==> config.mk <==
export PLATFORM = sky130hd
export DESIGN_NAME = puct_child_selector_flat
export DESIGN_NICKNAME = d
export VERILOG_FILES = /design/src/rtl/core/pcs_pkg.sv /design/src/rtl/core/pcs_if.sv /design/src/rtl/core/puct_child_selector.sv /design/src/rtl/core/pcs_div.sv /design/src/flat_wrapper.sv
export SDC_FILE = /design/constraint.sdc
export NUM_CORES = 2
export LEC_CHECK = 0
export ABC_AREA = 1
export ABC_CLOCK_PERIOD_IN_PS = 6900
export BUFFER_PORTS_ARGS = -buffer_cell sky130_fd_sc_hd__buf_2
export CAP_MARGIN = 15
export CELL_PAD_IN_SITES_DETAIL_PLACEMENT = 0
export CELL_PAD_IN_SITES_GLOBAL_PLACEMENT = 1
export CORE_ASPECT_RATIO = 0.8
export CORE_MARGIN = 4
export CORE_UTILIZATION = 35
export DETAILED_ROUTE_END_ITERATION = 7
export MAX_ROUTING_LAYER = met4
export PLACE_DENSITY_LB_ADDON = 0.1
export SLEW_MARGIN = 5
export SYNTH_ARGS = -nofsm -noshare
export SYNTH_HDL_FRONTEND = slang
export SYNTH_SLANG_ARGS = --single-unit
==> constraint.sdc <==
create_clock -name i_clk -period 6.9 [get_ports i_clk]
set_input_delay 0.69 -clock i_clk [delete_from_list [all_inputs] [get_ports i_clk]]
set_output_delay 0.69 -clock i_clk [all_outputs]
set_load 0.05 [all_outputs]
==> src/rtl/core/pcs_pkg.sv <==
// shared constants, types and register codes of the puct child selector
`default_nettype none

package pcs_pkg;

    // sizing of the selection
    localparam int MAX_CHILDREN = 256;
    localparam int VISIT_BITS   = 24;

    // fixed field widths
    localparam int VISIT_IN_W = 24;
    localparam int VSUM_W     = 32;
    localparam int PRIOR_W    = 17;
    localparam int IDX_W      = 8;
    localparam int SCORE_W    = 32;
    localparam int WGT_W      = 16;

    localparam logic [WGT_W-1:0] WGT_RESET = 16'd8192;

    // visit counts are masked to the narrower of the two
    localparam int VIS_W = (VISIT_BITS < VISIT_IN_W) ? VISIT_BITS : VISIT_IN_W;
    localparam int CNT_W = $clog2(MAX_CHILDREN + 1);

    // q16.16 helpers
    localparam int Q16_BITS = 16;
    localparam int ONE_Q16  = 65536;
    localparam int Q_W      = 17;
    localparam int QDIFF_W  = Q_W + 1;

    // square root of parent visits in q.8, one result bit per step
    localparam int SQRT_STEPS = (VIS_W + Q16_BITS + 1) / 2;
    localparam int RAD_W      = 2 * SQRT_STEPS;
    localparam int ROOT_W     = SQRT_STEPS;
    localparam int SREM_W     = ROOT_W + 3;
    localparam int STEP_W     = (SQRT_STEPS > 1) ? $clog2(SQRT_STEPS) : 1;

    // exploration product and its divide by visits plus one
    localparam int WP_W      = WGT_W + PRIOR_W;
    localparam int NUM_W     = WP_W + ROOT_W;
    localparam int U_SHIFT   = 20;
    localparam int DIV_N     = (NUM_W - U_SHIFT > VSUM_W) ? (NUM_W - U_SHIFT) : VSUM_W;
    localparam int DIV_D     = VIS_W + 1;
    localparam int DIV_CNT_W = $clog2(DIV_N + 1);

    // configuration port
    localparam int PADDR_W = 3;
    localparam int PDATA_W = 32;
    localparam logic REG_WGT = 1'b0;

    typedef logic [IDX_W-1:0]   t_idx;
    typedef logic [SCORE_W-1:0] t_score;
    typedef logic [RAD_W-1:0]   t_rad;
    typedef logic [DIV_N-1:0]   t_dividend;
    typedef logic [DIV_D-1:0]   t_divisor;

    typedef struct packed {
        logic busy;
        logic done;
    } t_div_stat;

endpackage

`default_nettype wire

==> src/rtl/core/pcs_if.sv <==
// valid/ready channel interfaces for child words and result words
`default_nettype none

interface pcs_in_if;
    logic                                valid;
    logic                                ready;
    logic [pcs_pkg::VISIT_IN_W-1:0]      parent_visits;
    logic [pcs_pkg::VISIT_IN_W-1:0]      child_visits;
    logic signed [pcs_pkg::VSUM_W-1:0]   child_value_sum;
    logic [pcs_pkg::PRIOR_W-1:0]         child_prior;
    logic                                is_last;

    modport source (
        output valid, parent_visits, child_visits, child_value_sum, child_prior, is_last,
        input  ready
    );
    modport sink (
        input  valid, parent_visits, child_visits, child_value_sum, child_prior, is_last,
        output ready
    );
endinterface

interface pcs_out_if;
    logic                        valid;
    logic                        ready;
    logic [pcs_pkg::IDX_W-1:0]   best_index;
    logic [pcs_pkg::SCORE_W-1:0] best_score;

    modport source (
        output valid, best_index, best_score,
        input  ready
    );
    modport sink (
        input  valid, best_index, best_score,
        output ready
    );
endinterface

`default_nettype wire

==> src/rtl/core/puct_child_selector.sv <==
// puct child selector: scores tree children one word at a time, reports the best
`default_nettype none

//  port    dir  handshake              word
//  i_in    in   valid/ready            one child's visits, value sum, prior, last flag
//  o_out   out  valid/ready            index and saturated score of the best child
//  apb     in   psel/penable/pwrite    explore weight, q4.12, byte address 0
//
// steps per child: take the word, run the bit-serial root of parent visits,
//   which feeds a shift-add multiply in the same steps, load the divider, run the
//   bit-serial divide by visits plus one, compare; the mean divide runs alongside
// a last child then passes through the finish state to load the result register
// a child past the limit is not scored
// reset: synchronous, active low; weight returns to 2.0 and the running best clears
// stalls: i_in is ready only between children; a new child is taken while a result
//   waits, and the last child of a selection holds until o_out is free

module puct_child_selector (
    input  wire logic                          i_clk,
    input  wire logic                          i_rst_n,
    pcs_in_if.sink                             i_in,
    pcs_out_if.source                          o_out,
    input  wire logic                          psel,
    input  wire logic                          penable,
    input  wire logic                          pwrite,
    input  wire logic [pcs_pkg::PADDR_W-1:0]   paddr,
    input  wire logic [pcs_pkg::PDATA_W-1:0]   pwdata,
    output logic [pcs_pkg::PDATA_W-1:0]        prdata,
    output logic                               pready
);

    localparam logic [2:0] ST_IDLE   = 3'd0;
    localparam logic [2:0] ST_ROOT   = 3'd1;
    localparam logic [2:0] ST_USTART = 3'd2;
    localparam logic [2:0] ST_UDIV   = 3'd3;
    localparam logic [2:0] ST_CMP    = 3'd4;
    localparam logic [2:0] ST_FIN    = 3'd5;

    // control state
    logic [2:0]                   r_state;
    logic [2:0]                   n_state;
    logic [pcs_pkg::WGT_W-1:0]    r_wgt;
    logic [pcs_pkg::CNT_W-1:0]    r_cnt;
    logic                         r_have;
    pcs_pkg::t_score              r_best_score;
    pcs_pkg::t_idx                r_best_idx;
    logic                         r_out_valid;
    pcs_pkg::t_idx                r_out_idx;
    pcs_pkg::t_score              r_out_score;

    // per-child working registers
    logic                         r_last;
    logic                         r_neg;
    logic [pcs_pkg::VIS_W-1:0]    r_cv;
    pcs_pkg::t_rad                r_x;
    logic [pcs_pkg::SREM_W-1:0]   r_srem;
    logic [pcs_pkg::ROOT_W-1:0]   r_root;
    logic [pcs_pkg::NUM_W-1:0]    r_acc;
    logic [pcs_pkg::WP_W-1:0]     r_wp;
    logic [pcs_pkg::STEP_W-1:0]   r_step;
    logic [pcs_pkg::Q_W-1:0]      r_q;
    pcs_pkg::t_score              r_score;

    logic                         w_in_acc;
    logic                         w_scored;
    logic                         w_out_free;
    logic                         w_cfg_wr;
    logic [pcs_pkg::VIS_W-1:0]    w_pv;
    logic [pcs_pkg::VIS_W-1:0]    w_cv;
    logic                         w_neg;
    logic [pcs_pkg::VSUM_W-1:0]   w_mag;

    logic [pcs_pkg::SREM_W-1:0]   w_sshift;
    logic [pcs_pkg::SREM_W:0]     w_sdiff;
    logic                         w_sbit;

    pcs_pkg::t_div_stat           w_mstat;
    pcs_pkg::t_div_stat           w_ustat;
    pcs_pkg::t_dividend           w_mquot;
    pcs_pkg::t_dividend           w_uquot;
    logic [pcs_pkg::Q_W-1:0]      w_mean;
    logic [pcs_pkg::QDIFF_W-1:0]  w_qdiff;
    logic [pcs_pkg::Q_W-1:0]      w_q;
    logic [pcs_pkg::DIV_N:0]      w_sum;
    pcs_pkg::t_score              w_sat;

    // handshakes
    assign i_in.ready = (r_state == ST_IDLE);
    assign w_in_acc   = i_in.valid && i_in.ready;
    assign w_out_free = !r_out_valid || o_out.ready;
    assign w_scored   = (r_cnt < pcs_pkg::CNT_W'(pcs_pkg::MAX_CHILDREN));

    assign o_out.valid      = r_out_valid;
    assign o_out.best_index = r_out_idx;
    assign o_out.best_score = r_out_score;

    // register port, address bit 2 picks the register, low address bits are unused
    assign w_cfg_wr = psel && penable && pwrite;
    assign pready   = 1'b1;
    assign prdata   = (paddr[2] == pcs_pkg::REG_WGT) ? pcs_pkg::PDATA_W'(r_wgt) : '0;

    // input fields, visits masked, magnitude of the value sum
    assign w_pv  = i_in.parent_visits[pcs_pkg::VIS_W-1:0];
    assign w_cv  = i_in.child_visits[pcs_pkg::VIS_W-1:0];
    assign w_neg = i_in.child_value_sum[pcs_pkg::VSUM_W-1];
    assign w_mag = w_neg ? (~i_in.child_value_sum + 1'b1) : i_in.child_value_sum;

    // mean = |value sum| / child visits, started with the child
    pcs_div u_mean_div (
        .i_clk      (i_clk),
        .i_rst_n    (i_rst_n),
        .i_start    (w_in_acc && w_scored),
        .i_dividend (pcs_pkg::DIV_N'(w_mag)),
        .i_divisor  (pcs_pkg::DIV_D'(w_cv)),
        .o_stat     (w_mstat),
        .o_quot     (w_mquot)
    );

    // u = (weight * prior * root) >> 20, divided by visits plus one
    pcs_div u_expl_div (
        .i_clk      (i_clk),
        .i_rst_n    (i_rst_n),
        .i_start    (r_state == ST_USTART),
        .i_dividend (pcs_pkg::DIV_N'(r_acc[pcs_pkg::NUM_W-1:pcs_pkg::U_SHIFT])),
        .i_divisor  (pcs_pkg::DIV_D'(r_cv) + 1'b1),
        .o_stat     (w_ustat),
        .o_quot     (w_uquot)
    );

    // one root bit per step: bring down two radicand bits, try (root << 2) | 1
    assign w_sshift = {r_srem[pcs_pkg::SREM_W-3:0], r_x[pcs_pkg::RAD_W-1 -: 2]};
    assign w_sdiff  = {1'b0, w_sshift} - (pcs_pkg::SREM_W + 1)'({r_root, 2'b01});
    assign w_sbit   = ~w_sdiff[pcs_pkg::SREM_W];

    // exploitation term, zero for an unvisited child
    assign w_mean  = (w_mquot > pcs_pkg::DIV_N'(pcs_pkg::ONE_Q16))
                   ? pcs_pkg::Q_W'(pcs_pkg::ONE_Q16)
                   : w_mquot[pcs_pkg::Q_W-1:0];
    assign w_qdiff = r_neg ? (pcs_pkg::QDIFF_W'(pcs_pkg::ONE_Q16) + pcs_pkg::QDIFF_W'(w_mean))
                           : (pcs_pkg::QDIFF_W'(pcs_pkg::ONE_Q16) - pcs_pkg::QDIFF_W'(w_mean));
    assign w_q     = (r_cv == '0) ? '0 : w_qdiff[pcs_pkg::QDIFF_W-1:1];

    // score, saturated to 32 bits
    assign w_sum = (pcs_pkg::DIV_N + 1)'(w_uquot) + (pcs_pkg::DIV_N + 1)'(r_q);
    assign w_sat = (|w_sum[pcs_pkg::DIV_N:pcs_pkg::SCORE_W]) ? '1
                                                           : w_sum[pcs_pkg::SCORE_W-1:0];

    // sequencer
    always_comb begin
        n_state = r_state;
        unique case (r_state)
            ST_IDLE: begin
                if (w_in_acc) begin
                    if (w_scored) begin
                        n_state = ST_ROOT;
                    end else if (i_in.is_last) begin
                        n_state = ST_FIN;
                    end
                end
            end
            ST_ROOT: begin
                if (r_step == '0) begin
                    n_state = ST_USTART;
                end
            end
            ST_USTART: n_state = ST_UDIV;
            ST_UDIV: begin
                if (w_ustat.done) begin
                    n_state = ST_CMP;
                end
            end
            ST_CMP:  n_state = r_last ? ST_FIN : ST_IDLE;
            ST_FIN: begin
                if (w_out_free) begin
                    n_state = ST_IDLE;
                end
            end
            default: n_state = ST_IDLE;
        endcase
    end

    // control registers, running best and result register
    always_ff @(posedge i_clk) begin
        if (!i_rst_n) begin
            r_state      <= ST_IDLE;
            r_wgt        <= pcs_pkg::WGT_RESET;
            r_cnt        <= '0;
            r_have       <= 1'b0;
            r_best_score <= '0;
            r_best_idx   <= '0;
            r_out_valid  <= 1'b0;
        end else begin
            r_state <= n_state;
            if (w_cfg_wr && paddr[2] == pcs_pkg::REG_WGT) begin
                r_wgt <= pwdata[pcs_pkg::WGT_W-1:0];
            end
            // a new result word takes the slot, else a taken word frees it
            if (r_state == ST_FIN && w_out_free) begin
                r_out_valid <= 1'b1;
            end else if (o_out.ready) begin
                r_out_valid <= 1'b0;
            end
            if (r_state == ST_CMP) begin
                // strict greater, so a tie keeps the earlier child
                if (!r_have || r_score > r_best_score) begin
                    r_best_score <= r_score;
                    r_best_idx   <= pcs_pkg::t_idx'(r_cnt);
                    r_have       <= 1'b1;
                end
                r_cnt <= r_cnt + 1'b1;
            end
            if (r_state == ST_FIN && w_out_free) begin
                r_cnt        <= '0;
                r_have       <= 1'b0;
                r_best_score <= '0;
                r_best_idx   <= '0;
            end
        end
    end

    // datapath
    always_ff @(posedge i_clk) begin
        if (r_state == ST_FIN && w_out_free) begin
            r_out_idx   <= r_best_idx;
            r_out_score <= r_best_score;
        end
        if (w_in_acc) begin
            r_last <= i_in.is_last;
            r_neg  <= w_neg;
            r_cv   <= w_cv;
            r_x    <= pcs_pkg::t_rad'({w_pv, {pcs_pkg::Q16_BITS{1'b0}}});
            r_srem <= '0;
            r_root <= '0;
            r_acc  <= '0;
            r_wp   <= pcs_pkg::WP_W'(r_wgt) * pcs_pkg::WP_W'(i_in.child_prior);
            r_step <= pcs_pkg::STEP_W'(pcs_pkg::SQRT_STEPS - 1);
        end else if (r_state == ST_ROOT) begin
            // root bits arrive msb first, so the product accumulates msb first
            r_x    <= r_x << 2;
            r_srem <= w_sbit ? w_sdiff[pcs_pkg::SREM_W-1:0] : w_sshift;
            r_root <= {r_root[pcs_pkg::ROOT_W-2:0], w_sbit};
            r_acc  <= (r_acc << 1) + (w_sbit ? pcs_pkg::NUM_W'(r_wp) : '0);
            r_step <= r_step - 1'b1;
        end
        if (w_mstat.done) begin
            r_q <= w_q;
        end
        if (r_state == ST_UDIV && w_ustat.done) begin
            r_score <= w_sat;
        end
    end

    a_cnt_limit: assert property (@(posedge i_clk) disable iff (!i_rst_n)
        r_cnt <= pcs_pkg::CNT_W'(pcs_pkg::MAX_CHILDREN))
        else $error("child counter beyond limit");

    a_udone_state: assert property (@(posedge i_clk) disable iff (!i_rst_n)
        w_ustat.done |-> r_state == ST_UDIV)
        else $error("exploration divide finished outside its wait state");

    a_mean_first: assert property (@(posedge i_clk) disable iff (!i_rst_n)
        w_ustat.done |-> !w_mstat.busy)
        else $error("mean divide still running when the score is formed");

    a_out_from_fin: assert property (@(posedge i_clk) disable iff (!i_rst_n)
        $rose(r_out_valid) |-> $past(r_state) == ST_FIN)
        else $error("result word raised outside the finish state");

    a_empty_run: assert property (@(posedge i_clk) disable iff (!i_rst_n)
        !r_have |-> r_cnt == '0)
        else $error("children counted with no candidate held");

endmodule

`default_nettype wire

==> src/rtl/core/pcs_div.sv <==
// bit-serial restoring divider, one quotient bit per cycle
`default_nettype none

module pcs_div (
    input  wire logic               i_clk,
    input  wire logic               i_rst_n,
    input  wire logic               i_start,
    input  wire pcs_pkg::t_dividend i_dividend,
    input  wire pcs_pkg::t_divisor  i_divisor,
    output pcs_pkg::t_div_stat      o_stat,
    output pcs_pkg::t_dividend      o_quot
);

    logic [pcs_pkg::DIV_N-1:0]     r_num;
    logic [pcs_pkg::DIV_D-1:0]     r_rem;
    logic [pcs_pkg::DIV_D-1:0]     r_den;
    logic [pcs_pkg::DIV_CNT_W-1:0] r_cnt;
    logic                          r_done;

    logic [pcs_pkg::DIV_D:0]       w_shift;
    logic [pcs_pkg::DIV_D+1:0]     w_diff;
    logic                          w_borrow;

    assign w_shift  = {r_rem, r_num[pcs_pkg::DIV_N-1]};
    assign w_diff   = {1'b0, w_shift} - {2'b00, r_den};
    assign w_borrow = w_diff[pcs_pkg::DIV_D+1];

    always_ff @(posedge i_clk) begin
        if (!i_rst_n) begin
            r_cnt  <= '0;
            r_done <= 1'b0;
        end else begin
            if (i_start) begin
                r_cnt  <= pcs_pkg::DIV_CNT_W'(pcs_pkg::DIV_N);
                r_done <= 1'b0;
            end else if (r_cnt != '0) begin
                r_cnt  <= r_cnt - 1'b1;
                r_done <= (r_cnt == pcs_pkg::DIV_CNT_W'(1));
            end else begin
                r_done <= 1'b0;
            end
        end
    end

    // quotient bits shift in where the dividend bits shift out
    always_ff @(posedge i_clk) begin
        if (i_start) begin
            r_num <= i_dividend;
            r_rem <= '0;
            r_den <= i_divisor;
        end else if (r_cnt != '0) begin
            r_num <= {r_num[pcs_pkg::DIV_N-2:0], ~w_borrow};
            r_rem <= w_borrow ? w_shift[pcs_pkg::DIV_D-1:0] : w_diff[pcs_pkg::DIV_D-1:0];
        end
    end

    assign o_stat.busy = (r_cnt != '0);
    assign o_stat.done = r_done;
    assign o_quot      = r_num;

endmodule

`default_nettype wire
==> src/flat_wrapper.sv <==
// flat-port wrapper written by rule: the top's interface ports become plain ports
module puct_child_selector_flat 
  (i_clk, i_rst_n, psel, penable, pwrite, paddr, pwdata, prdata, pready, i_in_valid, i_in_parent_visits, i_in_child_visits, i_in_child_value_sum, i_in_child_prior, i_in_is_last, i_in_ready, o_out_valid, o_out_best_index, o_out_best_score, o_out_ready);
  pcs_in_if i_in_i ();
  pcs_out_if o_out_i ();
  input  wire logic i_clk;
  input  wire logic i_rst_n;
  input  wire logic psel;
  input  wire logic penable;
  input  wire logic pwrite;
  input  wire logic [pcs_pkg::PADDR_W-1:0] paddr;
  input  wire logic [pcs_pkg::PDATA_W-1:0] pwdata;
  output logic [pcs_pkg::PDATA_W-1:0] prdata;
  output logic pready;
  input wire logic [$bits(i_in_i.valid)-1:0] i_in_valid;
  input wire logic [$bits(i_in_i.parent_visits)-1:0] i_in_parent_visits;
  input wire logic [$bits(i_in_i.child_visits)-1:0] i_in_child_visits;
  input wire logic [$bits(i_in_i.child_value_sum)-1:0] i_in_child_value_sum;
  input wire logic [$bits(i_in_i.child_prior)-1:0] i_in_child_prior;
  input wire logic [$bits(i_in_i.is_last)-1:0] i_in_is_last;
  output wire logic [$bits(i_in_i.ready)-1:0] i_in_ready;
  output wire logic [$bits(o_out_i.valid)-1:0] o_out_valid;
  output wire logic [$bits(o_out_i.best_index)-1:0] o_out_best_index;
  output wire logic [$bits(o_out_i.best_score)-1:0] o_out_best_score;
  input wire logic [$bits(o_out_i.ready)-1:0] o_out_ready;
  assign i_in_i.valid = i_in_valid;
  assign i_in_i.parent_visits = i_in_parent_visits;
  assign i_in_i.child_visits = i_in_child_visits;
  assign i_in_i.child_value_sum = i_in_child_value_sum;
  assign i_in_i.child_prior = i_in_child_prior;
  assign i_in_i.is_last = i_in_is_last;
  assign i_in_ready = i_in_i.ready;
  assign o_out_valid = o_out_i.valid;
  assign o_out_best_index = o_out_i.best_index;
  assign o_out_best_score = o_out_i.best_score;
  assign o_out_i.ready = o_out_ready;
  puct_child_selector u_core (.i_clk(i_clk), .i_rst_n(i_rst_n), .i_in(i_in_i), .o_out(o_out_i), .psel(psel), .penable(penable), .pwrite(pwrite), .paddr(paddr), .pwdata(pwdata), .prdata(prdata), .pready(pready));
endmodule
==> results.py <==
metrics = {
    "run_status": {
        "status": "finished clean",
    },
    "worst_hold_path": {
        "hp-class": "in -> reg",
        "worstHoldStart": "i_in_child_visits[16]",
    },
    "placement": {
        "placedCellCount": 6890,
        "hpwl_um": 95800,
        "dpl_worst_slack_ns": 0.462,
        "io_buffers": 179,
        "gp_congestion": 0.908,
    },
    "sta": {
        "setup_violations": 0,
        "fin_ws_ns": 0.818,
        "slew_viol_final": 0,
        "fin_setup_tns_ns": 0,
        "fin_crit_ns": 6.08,
        "rsz0062_at_grt": "no",
        "relSlewSlack": 0.324,
        "post-route-period-util": 0.881,
        "fmax_mhz": 164,
        "hold_violations": 0,
        "clock_skew_ns": 0.0449,
        "tightest_slew_ns": 1.01,
    },
    "layout": {
        "multi_input_area_mm2": 0.0225,
        "antenna_cells": 0,
        "ff_latch_area_mm2": 0.0133,
        "fillCellCount": 12100,
        "drive_gt1_frac": 0.0736,
        "instances_no_fill": 6999,
        "num-nets-final": 6057,
        "syn2layout_area_growth_pct": 11.1,
    },
    "worst_setup_path": {
        "crit_type": "reg -> reg",
        "cpMaxStageDelayCell": "dfxtp_1",
        "startpoint_type": "flop",
        "crit_path_start": "u_core.r_wgt[11]$_SDFFE_PN0P_",
        "required_ns": 7.28,
        "arrival_ns": 6.46,
        "crit_path_max_incr_delay_ns": 0.78,
        "cpMostUsedCell": "fa_1",
        "critPathMaxFanout": 12,
        "worstPathCellList": "nand2_1, fa_1, inv_1, fa_1, fa_1, fa_1, fa_1, inv_1, fa_1, inv_1, ha_1, a21o_1, a21boi_0, o21ai_0, a221oi_1, nand2_1, nand2_1, nand2_1",
        "cp-end-kind": "flop",
        "timing.rr.start": "u_core.r_wgt[11]$_SDFFE_PN0P_",
    },
    "floorplanning": {
        "rows": 110,
        "core-area_mm2": 0.113,
        "start_util": 0.355,
        "ios": 215,
        "die_w_um": 387,
        "dieArea_mm2": 0.120,
        "die_h_um": 311,
    },
    "synth": {
        "synth.most_common_cell": "nand2_1",
        "yosys-top-cells-area": "edfxtp_1, nand2_1, dfxtp_1",
        "ys_types": 61,
        "syn-instance-count": 5332,
        "synth_top_family_by_area": "simple AND/OR/NAND/NOR gates",
        "synth_fa_ha_area_frac": 0.189,
        "synth_top_area_frac": 0.213,
        "synth-edff-count": 286,
        "seq_area_frac_synth": 0.330,
        "synth_compound_area_frac": 0.112,
        "avgSynthCellArea_um2": 7.55,
        "synth-xor-area-share": 0.0294,
        "synth.top_cells.by_count": "nand2_1, inv_1, nor2_1",
        "synth_top_area_cell": "edfxtp_1",
        "syn_area_mm2": 0.0402,
        "synthMuxAreaShare": 0,
        "synth_ff_type": "edfxtp_1",
        "synth_seq_cells": 520,
        "synthArstFlopShare": 0,
        "synthSimpleGateAreaFrac": 0.227,
        "ys_warn_count": 0,
    },
    "routing": {
        "vias": 33500,
        "vias_per_cell": 4.79,
        "drtAntennaViolNets": 0,
        "drc_errors": 0,
        "drtIter0Drc": 2301,
        "routed_wl_um": 121000,
        "dr.pass1.iters": 6,
        "wl_per_cell_um": 17.3,
    },
    "clock_tree": {
        "clkSlewWorstSetupHoldPaths_ns": 0.06,
        "root_buffer": "clkbuf_16",
        "clock_sink_count": 520,
        "cts_resized": 0,
        "clk_latency_ns": 0.66,
        "cts_max_path_buffers": 3,
        "cts_setup_buffers": 0,
        "cts_hold_buf": 0,
        "cts.htree.levels": 2,
        "cts_tree": "built",
        "cts_inserted_buffers": 58,
    },
    "global_route": {
        "grt_max_degree": 81,
        "antenna_found_initial": 3,
        "grt_pass1_vias": 32300,
        "grt_usage": 0.203,
        "gr-total-overflow": 0,
        "grt_pass1_wl_um": 191000,
    },
    "power_and_ir_drop": {
        "switchingPower_uw": 8270,
        "powerDensity_mw_per_mm2": 397,
        "clkPwrFrac": 0.194,
        "combPwrFrac": 0.520,
        "p_int_uw": 9450,
        "seq_power_share": 0.286,
        "power.leakage_uw": 0.0216,
        "p_sw_frac": 0.467,
        "ir_worst_vdd_mv": 0.253,
        "total_power_uw": 17700,
    },
    "flow_run": {
        "max-cap-violations": 0,
    },
}
[cell families after synthesis]
logic type / after synthesis
buffers and inverters: 1163
DFF: 520
AOI/OAI and AO/OA: 826
adders and majority gates: 479
and+or+nand+nor: 2207
xor gates and xnor gates: 135
other: 2
[metal layers]
layer / vias up / wire [um] / track usage
met3: 80 / 5370 / 0.0227
li1: 17200 / - / -
met1: 15600 / 66700 / 0.321
met2: 665 / 47800 / 0.281
met4: 0 / 1280 / 0.0259
met5: - / 0 / -
[worst max-delay path, delay by kind of cell, from the launching register on]
| family | cells | cell delay (ns) |
|---|---|---|
| fa+ha+maj | 7 | 3.59 |
| simple gates | 4 | 0.37 |
| compound gates | 4 | 0.92 |
| buf+inv | 3 | 0.17 |
| flops | 1 | 0.78 |
[final cells by class]
cell class,count,share of cell area
repair buffers,224,0.0276
flip-flops and latches,520,0.297
multi-input cells,3664,0.504
well taps,1512,0.0423
clock buffers,67,0.0351
inverters,970,0.0816
clock inverters,42,0.0126
[state kept, by name, indices dropped and copies added, names as in the netlist, 20 cells and up]
name,cells
u_core.r_wp,33
u_core.r_score,32
u_core.u_expl_div.r_den,25
u_core.r_srem,21
u_core.u_mean_div.r_den,24
u_core.r_acc,53
u_core.o_out.best_score,32
u_core.u_mean_div.r_rem,25
u_core.r_best_score,32
u_core.r_root,20
u_core.u_expl_div.r_rem,25
u_core.u_expl_div.o_quot,33
u_core.r_cv,24
u_core.u_mean_div.o_quot,33
u_core.r_x,24
[per-stage QoR]
step	hold WS (ns)	instance area [um^2]	utilization
finish	0.240	44700	0.395
detailed placement	0.413	42600	0.376
global route	0.199	44700	0.395
CTS	0.178	44700	0.395
floorplan	0.409	40300	-
global placement	0.413	42600	0.376
[layout by cell type (no fill, tap or decap), types with 22 or more instances in the layout]
cell type     n
o21ai_0     308
nor2_1      443
a21oi_1     353
inv_1       961
nand3_1     250
buf_4        45
clkbuf_16    60
nand4_1      52
buf_2       179
nor3_1       70
fa_1        212
dfxtp_1     234
o22ai_1      25
xor2_1       89
o21ai_1      22
nand2_1    1293
edfxtp_1    286
ha_1        267
xnor2_1      46
[power by group through the flow]
stage | clock network, uW | logic [uW] | registers (uW)
floorplan | 0 | 6800 | 4920
global placement | 0 | 9230 | 5120
detailed placement | 0 | 9230 | 5130
CTS | 3550 | 9280 | 5070
global route | 3680 | 10500 | 5180
finish | 3430 | 9210 | 5080
[path summary, 6_finish.rpt]
path	end	slack (ns)	depth (start not counted)
min reg2reg	u_core.o_out.best_index[1]$_DFFE_PP_	0.43	0
min	u_core.r_cv[16]$_DFFE_PP_	0.24	1
max reg2reg	u_core.r_wp[32]$_DFFE_PP_	0.82	18
max	u_core.r_wp[32]$_DFFE_PP_	0.82	18
(Power assumes the default switching activity.)
